--- config.mk ---
export PLATFORM = sky130hd
export DESIGN_NAME = radio_packet_deframer
export DESIGN_NICKNAME = d
export VERILOG_FILES = /design/src/sv/rpd_pkg.sv /design/src/sv/rpd_parser.sv /design/src/sv/radio_packet_deframer.sv
export VERILOG_INCLUDE_DIRS = /design/src /design/src/sv
export SDC_FILE = /design/constraint.sdc
export NUM_CORES = 1
export LEC_CHECK = 0
export ABC_AREA = 1
export BUFFER_PORTS_ARGS = -buffer_cell sky130_fd_sc_hd__buf_4
export CORE_MARGIN = 4
export CORE_UTILIZATION = 45
export CTS_CLUSTER_DIAMETER = 80
export DETAILED_ROUTE_END_ITERATION = 8
export PLACE_DENSITY = 0.63
export SYNTH_ARGS = -nofsm -noshare
export SYNTH_HDL_FRONTEND = slang
export SYNTH_SLANG_ARGS = --single-unit
export TNS_END_PERCENT = 1
--- constraint.sdc ---
create_clock -name aclk -period 2.3 [get_ports aclk]
set_input_delay 0.345 -clock aclk [delete_from_list [all_inputs] [get_ports aclk]]
set_output_delay 0.345 -clock aclk [all_outputs]
set_load 0.1 [all_outputs]
--- src/sv/radio_packet_deframer_macros.svh ---
// assertion macros used by the deframer top level
// no dependencies; included inside the top-level module body
`ifndef RADIO_PACKET_DEFRAMER_MACROS_SVH
`define RADIO_PACKET_DEFRAMER_MACROS_SVH

// same-cycle implication, disabled during reset
`define RPD_ASSERT_NOW(lbl, clk, rstn, ante, cons) \
    lbl: assert property (@(posedge clk) disable iff (!(rstn)) (ante) |-> (cons)) \
        else $error("deframer check failed");

// next-cycle implication, disabled during reset
`define RPD_ASSERT_NEXT(lbl, clk, rstn, ante, cons) \
    lbl: assert property (@(posedge clk) disable iff (!(rstn)) (ante) |=> (cons)) \
        else $error("deframer check failed");

`endif

--- src/sv/rpd_pkg.sv ---
// types and constants for the packet deframer
// no dependencies
package rpd_pkg;

    localparam int unsigned ADDR_W   = 10;
    localparam int unsigned BYTE_W   = 8;
    localparam int unsigned PLEN_W   = 6;
    localparam int unsigned CFG_AW   = 2;
    localparam int unsigned CFG_DW   = 10;

    localparam int unsigned HDR_LEN     = 3;
    localparam int unsigned ACK_SENT_B  = 7;
    localparam int unsigned ACK_REQ_B   = 6;
    localparam logic [PLEN_W-1:0] PLEN_MAX = '1;

    localparam logic ITEM_HEADER  = 1'b0;
    localparam logic ITEM_PAYLOAD = 1'b1;

    localparam logic [CFG_AW-1:0] CFG_NODE_ADDR  = 2'd0;
    localparam logic [CFG_AW-1:0] CFG_BCAST_ADDR = 2'd1;
    localparam logic [CFG_AW-1:0] CFG_SPY_MODE   = 2'd2;

    typedef enum logic [4:0] {
        PH_IDLE    = 5'b00001,
        PH_TARGET  = 5'b00010,
        PH_SENDER  = 5'b00100,
        PH_CTL     = 5'b01000,
        PH_PAYLOAD = 5'b10000
    } rpd_phase_t;

    typedef struct packed {
        logic [ADDR_W-1:0] node_address;
        logic [ADDR_W-1:0] broadcast_address;
        logic              spy_mode;
    } rpd_cfg_t;

    typedef struct packed {
        logic              item_kind;
        logic              accepted;
        logic [ADDR_W-1:0] target_address;
        logic [ADDR_W-1:0] sender_address;
        logic              ack_flag;
        logic              ack_wanted;
        logic              ack_due;
        logic [PLEN_W-1:0] payload_length;
        logic [BYTE_W-1:0] data_byte;
        logic              last;
    } rpd_result_t;

endpackage

--- src/sv/rpd_parser.sv ---
// frame parser: phase and header state plus the per-beat result logic
// depends on rpd_pkg
module rpd_parser #(
    parameter int unsigned MAX_FRAME_LEN = 66
) (
    input  logic                      aclk,
    input  logic                      aresetn,
    input  logic                      beat_en,
    input  logic [rpd_pkg::BYTE_W-1:0] rx_byte,
    input  logic                      frame_start,
    input  rpd_pkg::rpd_cfg_t         cfg,
    output logic                      res_valid,
    output rpd_pkg::rpd_result_t      res
);
    import rpd_pkg::*;

    localparam logic [BYTE_W-1:0] MaxLen = BYTE_W'(MAX_FRAME_LEN);
    localparam logic [BYTE_W-1:0] HdrLen = BYTE_W'(HDR_LEN);

    rpd_phase_t        phase_reg, phase_next;
    logic [BYTE_W-1:0] clamped_length_reg, clamped_length_next;
    logic [BYTE_W-1:0] target_low_reg, target_low_next;
    logic [BYTE_W-1:0] sender_low_reg, sender_low_next;
    logic [PLEN_W-1:0] bytes_left_reg, bytes_left_next;

    logic [ADDR_W-1:0] tgt;
    logic [ADDR_W-1:0] snd;
    logic              addr_hit;
    logic              acc;
    logic [BYTE_W-1:0] len_diff;
    logic [PLEN_W-1:0] plen;
    logic [PLEN_W-1:0] bytes_dec;

    assign tgt      = {rx_byte[3:2], target_low_reg};
    assign snd      = {rx_byte[1:0], sender_low_reg};
    assign addr_hit = cfg.spy_mode || (tgt == cfg.node_address)
                      || (tgt == cfg.broadcast_address);
    assign acc      = addr_hit && (clamped_length_reg >= HdrLen);
    assign len_diff = clamped_length_reg - HdrLen;
    assign plen     = !acc ? '0
                    : (len_diff > BYTE_W'(PLEN_MAX)) ? PLEN_MAX
                    : len_diff[PLEN_W-1:0];
    assign bytes_dec = (bytes_left_reg != '0) ? bytes_left_reg - PLEN_W'(1) : '0;

    always_comb begin
        phase_next          = phase_reg;
        clamped_length_next = clamped_length_reg;
        target_low_next     = target_low_reg;
        sender_low_next     = sender_low_reg;
        bytes_left_next     = bytes_left_reg;
        res_valid           = 1'b0;
        res                 = '0;
        if (beat_en) begin
            if (frame_start) begin
                clamped_length_next = (rx_byte > MaxLen) ? MaxLen : rx_byte;
                bytes_left_next     = '0;
                phase_next          = PH_TARGET;
            end else begin
                unique case (phase_reg)
                    PH_TARGET: begin
                        target_low_next = rx_byte;
                        phase_next      = PH_SENDER;
                    end
                    PH_SENDER: begin
                        sender_low_next = rx_byte;
                        phase_next      = PH_CTL;
                    end
                    PH_CTL: begin
                        res_valid          = 1'b1;
                        res.item_kind      = ITEM_HEADER;
                        res.accepted       = acc;
                        res.target_address = tgt;
                        res.sender_address = snd;
                        res.ack_flag       = acc && rx_byte[ACK_SENT_B];
                        res.ack_wanted     = acc && rx_byte[ACK_REQ_B];
                        res.ack_due        = acc && rx_byte[ACK_REQ_B]
                                             && (tgt == cfg.node_address);
                        res.payload_length = plen;
                        res.last           = (plen == '0);
                        bytes_left_next    = plen;
                        phase_next         = (plen != '0) ? PH_PAYLOAD : PH_IDLE;
                    end
                    PH_PAYLOAD: begin
                        res_valid       = 1'b1;
                        res.item_kind   = ITEM_PAYLOAD;
                        res.data_byte   = rx_byte;
                        res.last        = (bytes_dec == '0);
                        bytes_left_next = bytes_dec;
                        if (bytes_dec == '0) begin
                            phase_next = PH_IDLE;
                        end
                    end
                    default: begin
                        phase_next = PH_IDLE;
                    end
                endcase
            end
        end
    end

    always_ff @(posedge aclk) begin
        if (!aresetn) begin
            phase_reg          <= PH_IDLE;
            clamped_length_reg <= '0;
            target_low_reg     <= '0;
            sender_low_reg     <= '0;
            bytes_left_reg     <= '0;
        end else begin
            phase_reg          <= phase_next;
            clamped_length_reg <= clamped_length_next;
            target_low_reg     <= target_low_next;
            sender_low_reg     <= sender_low_next;
            bytes_left_reg     <= bytes_left_next;
        end
    end

endmodule

--- src/sv/radio_packet_deframer.sv ---
// channel    | direction | beat contents
// s_         | in        | rx_byte, frame_start
// m_         | out       | header summary or payload byte, last mark
// cfg_       | in        | write of node, broadcast address or spy mode
//
// one beat per cycle while s_ready is high; each accepted input beat gives its result,
// if any, in the next cycle from the output register
// reset is synchronous, active low, and returns the parser to idle
// the input side keeps taking beats while the output register is empty
// or being drained, so a stall on m_ready costs only the held beat
// top level of the deframer; depends on rpd_pkg, rpd_parser and the macros header
module radio_packet_deframer #(
    parameter int unsigned MAX_FRAME_LEN = 66
) (
    input  logic                        aclk,
    input  logic                        aresetn,
    input  logic                        cfg_wr_en,
    input  logic [rpd_pkg::CFG_AW-1:0]  cfg_addr,
    input  logic [rpd_pkg::CFG_DW-1:0]  cfg_wdata,
    input  logic                        s_valid,
    output logic                        s_ready,
    input  logic [rpd_pkg::BYTE_W-1:0]  s_rx_byte,
    input  logic                        s_frame_start,
    output logic                        m_valid,
    input  logic                        m_ready,
    output logic                        m_item_kind,
    output logic                        m_accepted,
    output logic [rpd_pkg::ADDR_W-1:0]  m_target_address,
    output logic [rpd_pkg::ADDR_W-1:0]  m_sender_address,
    output logic                        m_ack_flag,
    output logic                        m_ack_wanted,
    output logic                        m_ack_due,
    output logic [rpd_pkg::PLEN_W-1:0]  m_payload_length,
    output logic [rpd_pkg::BYTE_W-1:0]  m_data_byte,
    output logic                        m_last
);
    import rpd_pkg::*;
    `include "radio_packet_deframer_macros.svh"

    rpd_cfg_t    cfg_reg, cfg_next;
    logic        m_valid_reg, m_valid_next;
    rpd_result_t out_reg, out_next;
    logic        beat_en;
    logic        res_valid;
    rpd_result_t res;

    assign s_ready = !m_valid_reg || m_ready;
    assign beat_en = s_valid && s_ready;

    always_comb begin
        cfg_next = cfg_reg;
        if (cfg_wr_en) begin
            unique case (cfg_addr)
                CFG_NODE_ADDR:  cfg_next.node_address      = cfg_wdata[ADDR_W-1:0];
                CFG_BCAST_ADDR: cfg_next.broadcast_address = cfg_wdata[ADDR_W-1:0];
                CFG_SPY_MODE:   cfg_next.spy_mode          = cfg_wdata[0];
                default: begin
                end
            endcase
        end
    end

    rpd_parser #(
        .MAX_FRAME_LEN (MAX_FRAME_LEN)
    ) u_parser (
        .aclk        (aclk),
        .aresetn     (aresetn),
        .beat_en     (beat_en),
        .rx_byte     (s_rx_byte),
        .frame_start (s_frame_start),
        .cfg         (cfg_reg),
        .res_valid   (res_valid),
        .res         (res)
    );

    always_comb begin
        m_valid_next = m_valid_reg;
        out_next     = out_reg;
        if (s_ready) begin
            m_valid_next = res_valid;
            if (res_valid) begin
                out_next = res;
            end
        end
    end

    always_ff @(posedge aclk) begin
        if (!aresetn) begin
            cfg_reg     <= '0;
            m_valid_reg <= 1'b0;
        end else begin
            cfg_reg     <= cfg_next;
            m_valid_reg <= m_valid_next;
        end
    end

    always_ff @(posedge aclk) begin
        out_reg <= out_next;
    end

    assign m_valid          = m_valid_reg;
    assign m_item_kind      = out_reg.item_kind;
    assign m_accepted       = out_reg.accepted;
    assign m_target_address = out_reg.target_address;
    assign m_sender_address = out_reg.sender_address;
    assign m_ack_flag       = out_reg.ack_flag;
    assign m_ack_wanted     = out_reg.ack_wanted;
    assign m_ack_due        = out_reg.ack_due;
    assign m_payload_length = out_reg.payload_length;
    assign m_data_byte      = out_reg.data_byte;
    assign m_last           = out_reg.last;

    // rejected header closes the frame with nothing to follow
    `RPD_ASSERT_NOW(a_reject_closes, aclk, aresetn,
        m_valid_reg && (out_reg.item_kind == ITEM_HEADER) && !out_reg.accepted,
        out_reg.last && (out_reg.payload_length == '0) && !out_reg.ack_due)
    // ack due only for own address with a request
    `RPD_ASSERT_NOW(a_ack_due_own, aclk, aresetn,
        m_valid_reg && out_reg.ack_due,
        out_reg.ack_wanted && (out_reg.target_address == cfg_reg.node_address))
    // a frame start beat never yields a result
    `RPD_ASSERT_NEXT(a_start_silent, aclk, aresetn,
        beat_en && s_frame_start,
        !m_valid_reg)

endmodule

==> metrics, run 1 <==
outcome finished, final reports clean; ys async rst share 0%; critical path's largest stage delay ~0.39 ns; final period utilization 88.24%; WL final ~10000 µm; max cap viols 0; vias per cell 4.974; most common cell in the netlist nor2_1; antenna violations before repair 0; total congestion overflow 0; cell-by-cell trace of the critical path nor2_4, inv_2, nor3_4, inv_2, nor2_4, nor2_2, inv_4; Warnings, synthesis 0; post-synth top area share between 20 and 30%; IR drop worst, VDD 0.3276 mV; CTS clk-pin slew, worst paths around 0.10 ns; hold buffers post-CTS 0; adder-cell share of the synthesized area 0.8621%; Synth Flop Type dfxtp_1; die area 11,310 µm²; worst hold path class in2reg; LEAKAGE ~2.2 nW; Mapped Nets between 500 and 600; Slew HR 55.69%; TritonCTS clock tree done; Seq/Total Area, Yosys 53.79%; Placed Area ~5000 µm²; Clock Tree Root clkbuf_8; Post-Layout Inst Area ~5200 µm²; die height about 110 µm; post-route insts no fill 720; clk_lat worst skew 0.36 ns; Seq cells post-synth 97; mapped cell area between 4000 and 5000 µm²; main combinational cell family by area after synthesis simple AND/OR/NAND/NOR gates; fillcell total 871; setup TNS 0 ns; Core Area 9328 µm²; wire per inst 13.86 µm; CP bufs+invs 3; # IOs just under 70; post-DP HPWL between 7000 and 8000 µm; Worst EP arrival 2.04 ns; Final nets about 620; RD Place Congestion between 0.8 and 0.9; antenna viol nets, final 0; largest cells by area after synthesis edfxtp_1 (28%), dfxtp_1 (26%), nor2_1 (8.0%); Worst Tran Pin Value 0.6639 ns; setup ws final around 0.27 ns; maximum clock path buffer count 2; post-synthesis mux area share 0%; Placed Instances between 700 and 800; Yosys cell types 37; # clock sinks 97; Synth Area per Inst about 8.4 µm²; endpoints failing setup 0; H-tree levels 3; Initial Util 46.68%; area grow syn2layout 20.03%; WHS 0.2298 ns; final core utilization approximately 56%; TritonCTS buffer count 9; area leader, netlist edfxtp_1; Post-Synth XOR/XNOR Area just over 3%; diode count 0; kind of critical path reg2reg; Reg2Reg Setup Slack approximately 0.27 ns; Worst Path Required ~2.3 ns; Worst Setup End Kind register; Simple-Gate Fraction of Synth Area about 22%; fin. max-slew vios 0; num rows 35; final hold vios 0; via count 3,581; startpoint types register; PostCTS Resize Cnt 0; global-route wire length before repair 16,510 µm; Period minus WS final slightly above 2 ns; vias in the first global route between 3,000 and 4,000; fmax just under 500 MHz; Place WS ~0.26 ns; CP top delay family simple AND/OR/NAND/NOR gates; largest net degree at the start of global routing between 40 and 50; Largest register FFs 21; clock skew ~0.013 ns; Synth Area in Compound Gates between 10% and 20%; Design Power roughly 3.4 mW; Post-synth EDFFs 40; DRT Pass-1 Iters 5; Initial DRC Count 161; Synth top cells by count nor2_1 (93), inv_1 (58), nand2_1 (58); crit path max fanout 43; share of cells above drive strength 1 21.15%; Post-Syn Instances a little over 500; RSZ-0062 raised after global routing false; number of setup buffers added after CTS 0; Die W around 110 µm; gr usage total 18.41%; DRC Markers 0; I/O Buffers between 60 and 70; Critical-path top delay cell inv_4; Power Density about 650 nW/µm²
==> where the power goes <==
group / switching (mW) / internal [mW]
Sequential: 0.0271 / 1.80
Combinational: 0.200 / 0.119
Clock: 0.603 / 0.618
==> area by class of cell <==
cell class                      count  area (µm²)  share of cell area (%)
Inverter                           76       287.8                   5.506
Timing Repair Buffer               72       540.5                   10.34
Clock inverter                      6       90.09                   1.724
Multi-Input combinational cell    330        1675                   32.06
Tap cell                          129       161.4                   3.088
Clock buffer                       10       127.6                   2.442
Sequential cell                    97        2344                   44.84
==> tightest hold or removal path, cell delays in order <==
cell and delay (ns):
buf_4 0.08, o21ai_0 0.07, nor2_1 0.07
==> layout by cell type (no fill, tap or decap), drive strengths merged <==
master  count
nor2      105
clkinv      5
nand3      27
buf        72
xnor2       7
a31oi       1
nor3        4
xor2        8
or2         3
nand3b      1
nand4       6
o31ai       2
edfxtp     40
nand2      59
nor4        2
o22ai       2
bufinv      2
a211oi      1
a21oi      43
ha          3
o21ai      51
o211ai      4
inv        75
clkbuf     10
and3        1
dfxtp      57
==> path summary, 6_finish.rpt <==
path	startpoint	endpoint	cells past startpoint
hold / removal	cfg_wdata[2]	cfg_reg[13]$_SDFFE_PN0P_	3
setup reg to reg	u_parser.phase_reg[0]$_SDFFE_PN1P_	m_target_address[7]$_SDFFCE_PP0P_	7
hold reg to reg	u_parser.bytes_left_reg[1]$_SDFFE_PN0P_	u_parser.bytes_left_reg[1]$_SDFFE_PN0P_	2
setup / recovery	u_parser.phase_reg[0]$_SDFFE_PN1P_	m_target_address[7]$_SDFFCE_PP0P_	7
==> per-layer routing <==
layer  GRT usage (%)  wire length, µm  vias to the layer above
met5               0                0                        -
met4           6.568              206                        0
met3           3.704              618                       15
met2           29.77             4437                      104
met1           24.53             4717                     1637
li1                -                -                     1825
==> cells by family (layout without fill, tap and decap cells) <==
group,after synthesis,in the layout
flops,97,97
xor+xnor,15,15
compound gates,104,104
buf+inv,89,164
simple gates,208,208
fa+ha+maj,3,3
Power figures use the tool's default switching activity.
==> inputs of run 2 (changes only) <==
- ABC_AREA: 1 -> not set
- MAX_ROUTING_LAYER: not set -> met4
==> run 2 against run 1 <==
First-iteration DRC count is 25% lower. Global-route usage hardly changed. Sequential power hardly changed. Count of clock-buffer cells in the layout is 2 higher. Clock power is 11% lower. Area after synthesis is 1.1% higher. Fmax is 8.8% lower. Clock skew is 0.0027 ns lower. Worst hold slack worse by 0.0030 ns. Largest cell class unchanged. Largest power group unchanged.
==> metrics, run 2 <==
outcome finished, final reports clean; LEAKAGE 2.060 nW (-5.6%); global-route wire length before repair 16,080 µm (-2.6%); TritonCTS clock tree done; DRT Pass-1 Iters 4 (-1); Clock Power Share 35.0% (-1.2 points); PostCTS Resize Cnt 0 (unchanged); Synth Area in Compound Gates 8.869% (-3.8 points); IR drop worst, VDD 0.2797 mV (-15%); number of setup buffers added after CTS 0 (unchanged); vias in the first global route 3,181 (-6.7%); Reg2Reg Setup Slack 0.08 ns (-0.20 ns); startpoint types register; Mapped Nets 447 (-18%); Yosys cell types 51 (+38%); Initial Util 46.97% (+0.29 points); Worst Setup End Kind register; part of the power in registers 58.1% (+3.8 points); Worst R2R Path Depth 6 (-1); vias per cell 5.183 (+4.2%); crit path max fanout 9 (-79%); maximum clock path buffer count 2 (unchanged); gr usage total 18.41% (about the same); # clock sinks 97 (unchanged); most common cell after layout, fill and taps aside buf_4; final hold vios 0 (unchanged); worst hold path class in2reg; Synth Flop Type dfxtp_1; Placed Area 5130 µm² (+2.4%); ys async rst share 0% (unchanged); area grow syn2layout 20.84%; max cap viols 0 (unchanged); share of cells above drive strength 1 21.82% (+0.67 points); Post-Synth XOR/XNOR Area 5.173% (+2.2 points); worst r2r src u_parser.clamped_length_reg[2]$_SDFFE_PN0P_; H-tree levels 3 (unchanged); # IOs 68 (unchanged); hold buffers post-CTS 0 (unchanged); Post-Syn Instances 418 (-19%); Setup crit end m_last$_SDFFCE_PP0P_; reg-to-reg endpoint m_last$_SDFFCE_PP0P_; die area 11,430 µm² (+1.0%); Switching Fraction 23.11% (-1.5 points); kind of critical path reg2reg; CTS clk-pin slew, worst paths 0.09 ns (about the same); combinational share of power 6.9% (-2.6 points); post-synth top area share 27.29% (-0.30 points); Initial DRC Count 120 (-25%); Synth Area per Inst 10.53 µm² (+25%); Int Power 2.398 mW (-5.6%); Worst EP arrival 2.42 ns (+0.38 ns); TritonCTS buffer count 9 (unchanged); Switch Pwr 720.9 µW (-13%); Worst Path Required 2.49 ns (+0.18 ns); Post-synth EDFFs 40 (unchanged); most frequent cells in the layout buf_4 (77), dfxtp_1 (56), nand2_1 (41), edfxtp_1 (40), nor2b_1 (31); mapped cell area 4402 µm² (+1.1%); I/O Buffers 67 (unchanged); main combinational cell family by area after synthesis simple AND/OR/NAND/NOR gates; RSZ-0062 raised after global routing false; Core Area 9371 µm² (+0.47%); Simple-Gate Fraction of Synth Area 22.37% (+0.47 points); RD Place Congestion 0.8499 (-3.4%); fin. max-slew vios 0 (unchanged); final period utilization 96.72% (+8.5 points); setup TNS 0 ns (unchanged); WL final 9982 µm (about the same); Final nets 519 (-16%); DRC Markers 0 (unchanged); endpoints failing setup 0 (unchanged); largest net degree at the start of global routing 58 (+32%); diode count 0 (unchanged); Die W 106.9 µm (+0.50%); most common cell in the netlist dfxtp_1; antenna viol nets, final 0 (unchanged); Worst Tran Pin Value 0.6832 ns (+0.01934 ns); area leader, netlist edfxtp_1; die height 106.9 µm (+0.50%); Clock Tree Root clkbuf_8; total congestion overflow 0 (unchanged); Slew HR 54.31% (-1.4 points); Power Density 586.4 nW/µm² (-9.1%); num rows 35 (unchanged); clock skew 0.01019 ns (-0.002720 ns); Period minus WS final 2.225 ns (+0.1951 ns); wire per inst 16.00 µm (+15%); antenna violations before repair 0 (unchanged); clk_lat worst skew 0.36 ns (about the same); crit path from u_parser.clamped_length_reg[2]$_SDFFE_PN0P_; Post-Layout Inst Area 5319 µm² (+1.8%); Synth top cells by count dfxtp_1 (57), nand2_1 (42), edfxtp_1 (40); adder-cell share of the synthesized area 0.8528% (-0.0093 points); Seq/Total Area, Yosys 53.21% (-0.58 points); post-DP HPWL 7317 µm (+1.7%); largest cells by area after synthesis edfxtp_1 (27%), dfxtp_1 (26%), mux2i_1 (6.6%); fmax 449.5 MHz (-8.8%); via count 3,234 (-9.7%); Warnings, synthesis 0 (unchanged); Seq cells post-synth 97 (unchanged); post-synthesis mux area share 6.850% (+6.9 points); Largest register FFs 21 (unchanged)
-- run 2: changes by cell type in the layout (fill, tap and decap cells not counted), moves of 15 or more --
cell and change:
nor2_1 -80, a21oi_1 -26, nor2b_1 +31, inv_2 -15
mux2i_1 +29, and2_1 +22, o21ai_0 -40, nand3_1 -19
inv_1 -45, nand2_1 -17
-- run 2: per-layer routing --
layer | wire, µm | global-route usage (%)
met1 | 4445 | 22.24
met2 | 5067 | 31.97
met3 | 317 | 2.408
met4 | 152 | 6.027
met5 | 0 | -
-- run 2: how the worst min path moves through the flow --
stage | from | to | slack, ns | cells after the start
6_report | cfg_wdata[7] | cfg_reg[18]$_SDFFE_PN0P_ | 0.23 | 3
5_1_grt | cfg_wdata[7] | cfg_reg[18]$_SDFFE_PN0P_ | 0.23 | 3
4_1_cts | cfg_wdata[7] | cfg_reg[18]$_SDFFE_PN0P_ | 0.23 | 3
3_5_place_dp | u_parser.sender_low_reg[4]$_SDFFE_PN0P_ | u_parser.sender_low_reg[4]$_SDFFE_PN0P_ | 0.49 | 2
3_3_place_gp | u_parser.sender_low_reg[7]$_SDFFE_PN0P_ | u_parser.sender_low_reg[7]$_SDFFE_PN0P_ | 0.49 | 2
2_1_floorplan | u_parser.phase_reg[0]$_SDFFE_PN1P_ | u_parser.phase_reg[0]$_SDFFE_PN1P_ | 0.46 | 2
-- run 2: power groups by stage --
| stage | registers (mW) | logic, mW | clock network (mW) |
|---|---|---|---|
| 2_1_floorplan | 1.85 | 0.132 | 0 |
| 3_3_place_gp | 1.85 | 0.212 | 0 |
| 3_5_place_dp | 1.85 | 0.217 | 0 |
| 4_1_cts | 1.81 | 0.218 | 1.10 |
| 5_1_grt | 1.82 | 0.237 | 1.17 |
| 6_report | 1.81 | 0.216 | 1.09 |
-- run 2: stage by stage --
step                util, %  hold WS [ns]  std cells  power (mW)  setup slack (ns)
finish                56.76        0.2268        624       3.119           0.07536
global route          56.76        0.2268        624       3.222          0.005932
CTS                   56.76        0.2309        624       3.127           0.08721
detailed placement    54.74        0.4915        608       2.068            0.1224
global placement      54.74        0.4873        608       2.063            0.1567
floorplan                 -        0.4603        418       1.978          0.008991
-- run 2: final cells by class --
cell class / instances / area [µm²]
Clock buffer: 12 / 135.1
Clock inverter: 4 / 53.80
Fill cell: 861 / 4053
Inverter: 14 / 56.30
Multi-Input combinational cell: 290 / 1968
Sequential cell: 97 / 2346
Tap cell: 129 / 161.4
Timing Repair Buffer: 78 / 598.1
-- run 2: cell families after synthesis --
kind of cell | after synthesis
mux | 30
flops | 97
buf+inv | 31
simple gates | 174
fa+ha+maj | 3
xor+xnor | 26
compound gates | 57
-- run 2: critical path: stages (launching register included) --
cell and delay [ns]:
dfxtp_1 0.37, or4_4 0.57, nor4_1 0.44, buf_4 0.21, a21oi_2 0.08, a21boi_2 0.21
o31ai_2 0.19
==> inputs of run 3 (changes only) <==
- CORE_UTILIZATION: 45 -> 50
- CTS_BUF_LIST: not set -> sky130_fd_sc_hd__clkbuf_2
- PLACE_DENSITY: 0.63 -> 0.69
- SETUP_SLACK_MARGIN: not set -> 0.4
==> run 3 against run 2 <==
Total power is 9.2% lower. First-iteration DRC count up 13%. Final area is 0.49% higher. Fmax rose by 8.7%. Routed wire length is 1.3% lower. Worst hold slack worse by 0.16 ns. Via count shrank 0.43%. Sequential share of layout area is essentially flat. Critical endpoint is now m_payload_length[2]$_SDFFCE_PP0P_. Largest cell class unchanged. Largest power group unchanged.
==> metrics, run 3 (synthesis gave the netlist of run 2 again) <==
via count 3,220 (-0.43%); antenna violations before repair 0 (unchanged); final hold vios 0 (unchanged); Worst EP arrival 2.40 ns (-0.02 ns); WL final 9857 µm (-1.3%); fin. max-slew vios 0 (unchanged); H-tree levels 3 (unchanged); startpoint types register; fmax 488.4 MHz (+8.7%); share of cells above drive strength 1 26.05% (+4.2 points); Period minus WS final 2.047 ns (-0.1772 ns); wire per inst 16.32 µm (+2.0%); largest net degree at the start of global routing 58 (unchanged); reg-to-reg endpoint m_payload_length[2]$_SDFFCE_PP0P_; Worst Tran Pin Value 0.7017 ns (+0.01848 ns); IR drop worst, VDD 0.3101 mV (+11%); Initial DRC Count 136 (+13%); TritonCTS buffer count 9 (unchanged); Initial Util 52.52% (+5.5 points); vias per cell 5.331 (+2.9%); DRT Pass-1 Iters 4 (unchanged); num rows 33 (-5.7%); antenna viol nets, final 0 (unchanged); worst hold path endpoint cfg_reg[7]$_SDFFE_PN0P_; clk_lat worst skew 0.54 ns (+0.18 ns); worst hold start cfg_wdata[6]; # IOs 68 (unchanged); TritonCTS clock tree done; clock skew 0.02369 ns (+0.01349 ns); max cap viols 0 (unchanged); outcome finished, final reports clean; Post-Layout Inst Area 5345 µm² (+0.49%); global-route wire length before repair 15,640 µm (-2.7%); most frequent cells in the layout buf_4 (80), dfxtp_1 (50), nand2_1 (40), edfxtp_1 (40), nor2b_1 (31); Final nets 523 (+0.77%); Core Area 8382 µm² (-11%); crit path max fanout 7 (-2); worst r2r src u_parser.clamped_length_reg[2]$_SDFFE_PN0P_; fillcell total 683 (-21%); Slew HR 53.08% (-1.2 points); Worst R2R Path Depth 6 (unchanged); DRC Markers 0 (unchanged); Worst Path Required 2.65 ns (+0.16 ns); die area 10,370 µm² (-9.3%); maximum clock path buffer count 2 (unchanged); I/O Buffers 67 (unchanged); RSZ-0062 raised after global routing true; diode count 0 (unchanged); gr usage total 20.00% (+1.6 points); worst hold path class in2reg; LEAKAGE 2.065 nW (+0.21%); vias in the first global route 3,124 (-1.8%); Reg2Reg Setup Slack 0.25 ns (+0.18 ns); CTS clk-pin slew, worst paths 0.25 ns (+0.16 ns); setup TNS 0 ns (unchanged); Clock Tree Root clkbuf_2; Power Density 529.8 nW/µm² (-9.7%); final period utilization 89.02% (-7.7 points); # clock sinks 97 (unchanged); kind of critical path reg2reg; die height 101.8 µm (-4.7%); total congestion overflow 0 (unchanged); most common cell after layout, fill and taps aside buf_4; area grow syn2layout 21.43%; endpoints failing setup 0 (unchanged); RD Place Congestion 0.9175 (+8.0%); Hold Path Depth 3 (unchanged); Largest register FFs 21 (unchanged); Die W 101.8 µm (-4.7%); Worst Setup End Kind register; post-DP HPWL 7192 µm (-1.7%); Placed Area 5105 µm² (-0.49%)
[run 3: cell types whose count changed in the layout (fill, tap and decap cells not counted), moves of 2 or more]
cell	delta
buf_4	+3
clkbuf_2	+9
nand3_1	-2
clkinv_1	+3
dfxtp_2	+4
clkbuf_1	-3
dfxtp_1	-6
clkbuf_8	-9
dfxtp_4	+2
[run 3: layout make-up]
cell class | instances | area, µm² | share of cell area, %
Sequential cell | 97 | 2359 | 44.12
Clock inverter | 7 | 61.31 | 1.147
Inverter | 14 | 56.30 | 1.053
Tap cell | 105 | 131.4 | 2.458
Clock buffer | 9 | 45.04 | 0.8427
Multi-Input combinational cell | 290 | 2052 | 38.39
Timing Repair Buffer | 82 | 640.6 | 11.99
[run 3: how the worst max path moves through the flow]
| stage | from | end | cells after the start |
|---|---|---|---|
| after floorplan | m_valid$_SDFFE_PN0N_ | u_parser.bytes_left_reg[5]$_SDFFE_PN0P_ | 7 |
| after global placement | u_parser.clamped_length_reg[2]$_SDFFE_PN0P_ | m_payload_length[3]$_SDFFCE_PP0P_ | 6 |
| after detailed placement | s_rx_byte[2] | m_last$_SDFFCE_PP0P_ | 7 |
| after CTS | u_parser.clamped_length_reg[2]$_SDFFE_PN0P_ | m_last$_SDFFCE_PP0P_ | 5 |
| after global routing | u_parser.clamped_length_reg[0]$_SDFFE_PN0P_ | m_last$_SDFFCE_PP0P_ | 6 |
| final | u_parser.clamped_length_reg[2]$_SDFFE_PN0P_ | m_payload_length[2]$_SDFFCE_PP0P_ | 6 |
[run 3: where the power goes]
group	internal, mW	switching, mW	leakage, nW	total [mW]
clock network	0.237	0.551	0.0604	0.789
logic	0.108	0.119	1.26	0.227
registers	1.80	0.0196	0.745	1.82
[run 3: routing by layer]
layer | global-route usage, % | part of all wire, % | vias up
met5 | - | 0 | -
met4 | 4.844 | 1.2 | 0
met3 | 3.686 | 3.3 | 10
met2 | 34.56 | 52 | 51
met1 | 24.37 | 43 | 1545
li1 | - | - | 1614
[run 3: timing repair]
action,4_1_cts,5_1_grt
buffers inserted,3,2
gates resized for setup,15,10
gates cloned,0,0
setup endpoints to repair,68,95
pin swaps,5,3
hold buffers,0,0
[run 3: metrics by stage]
stage	utilization [%]	power [mW]	hold WS [ns]	worst slack [ns]	std cells
final	63.77	2.832	0.06261	0.2525	604
after detailed placement	60.90	2.066	0.4954	0.1976	583
after global routing	63.77	2.946	0.02965	0.2008	604
after CTS	62.99	2.844	0.03053	0.2711	602
after floorplan	-	1.979	0.4603	0.02864	418
after global placement	60.90	2.061	0.4867	0.2366	583
[run 3: critical path: stages (launching register included)]
cell     delay [ns]
dfxtp_4        0.41
or4_4          0.56
or4b_4         0.54
nand3_4        0.11
nand2_1        0.09
nand3_2        0.10
inv_1          0.05
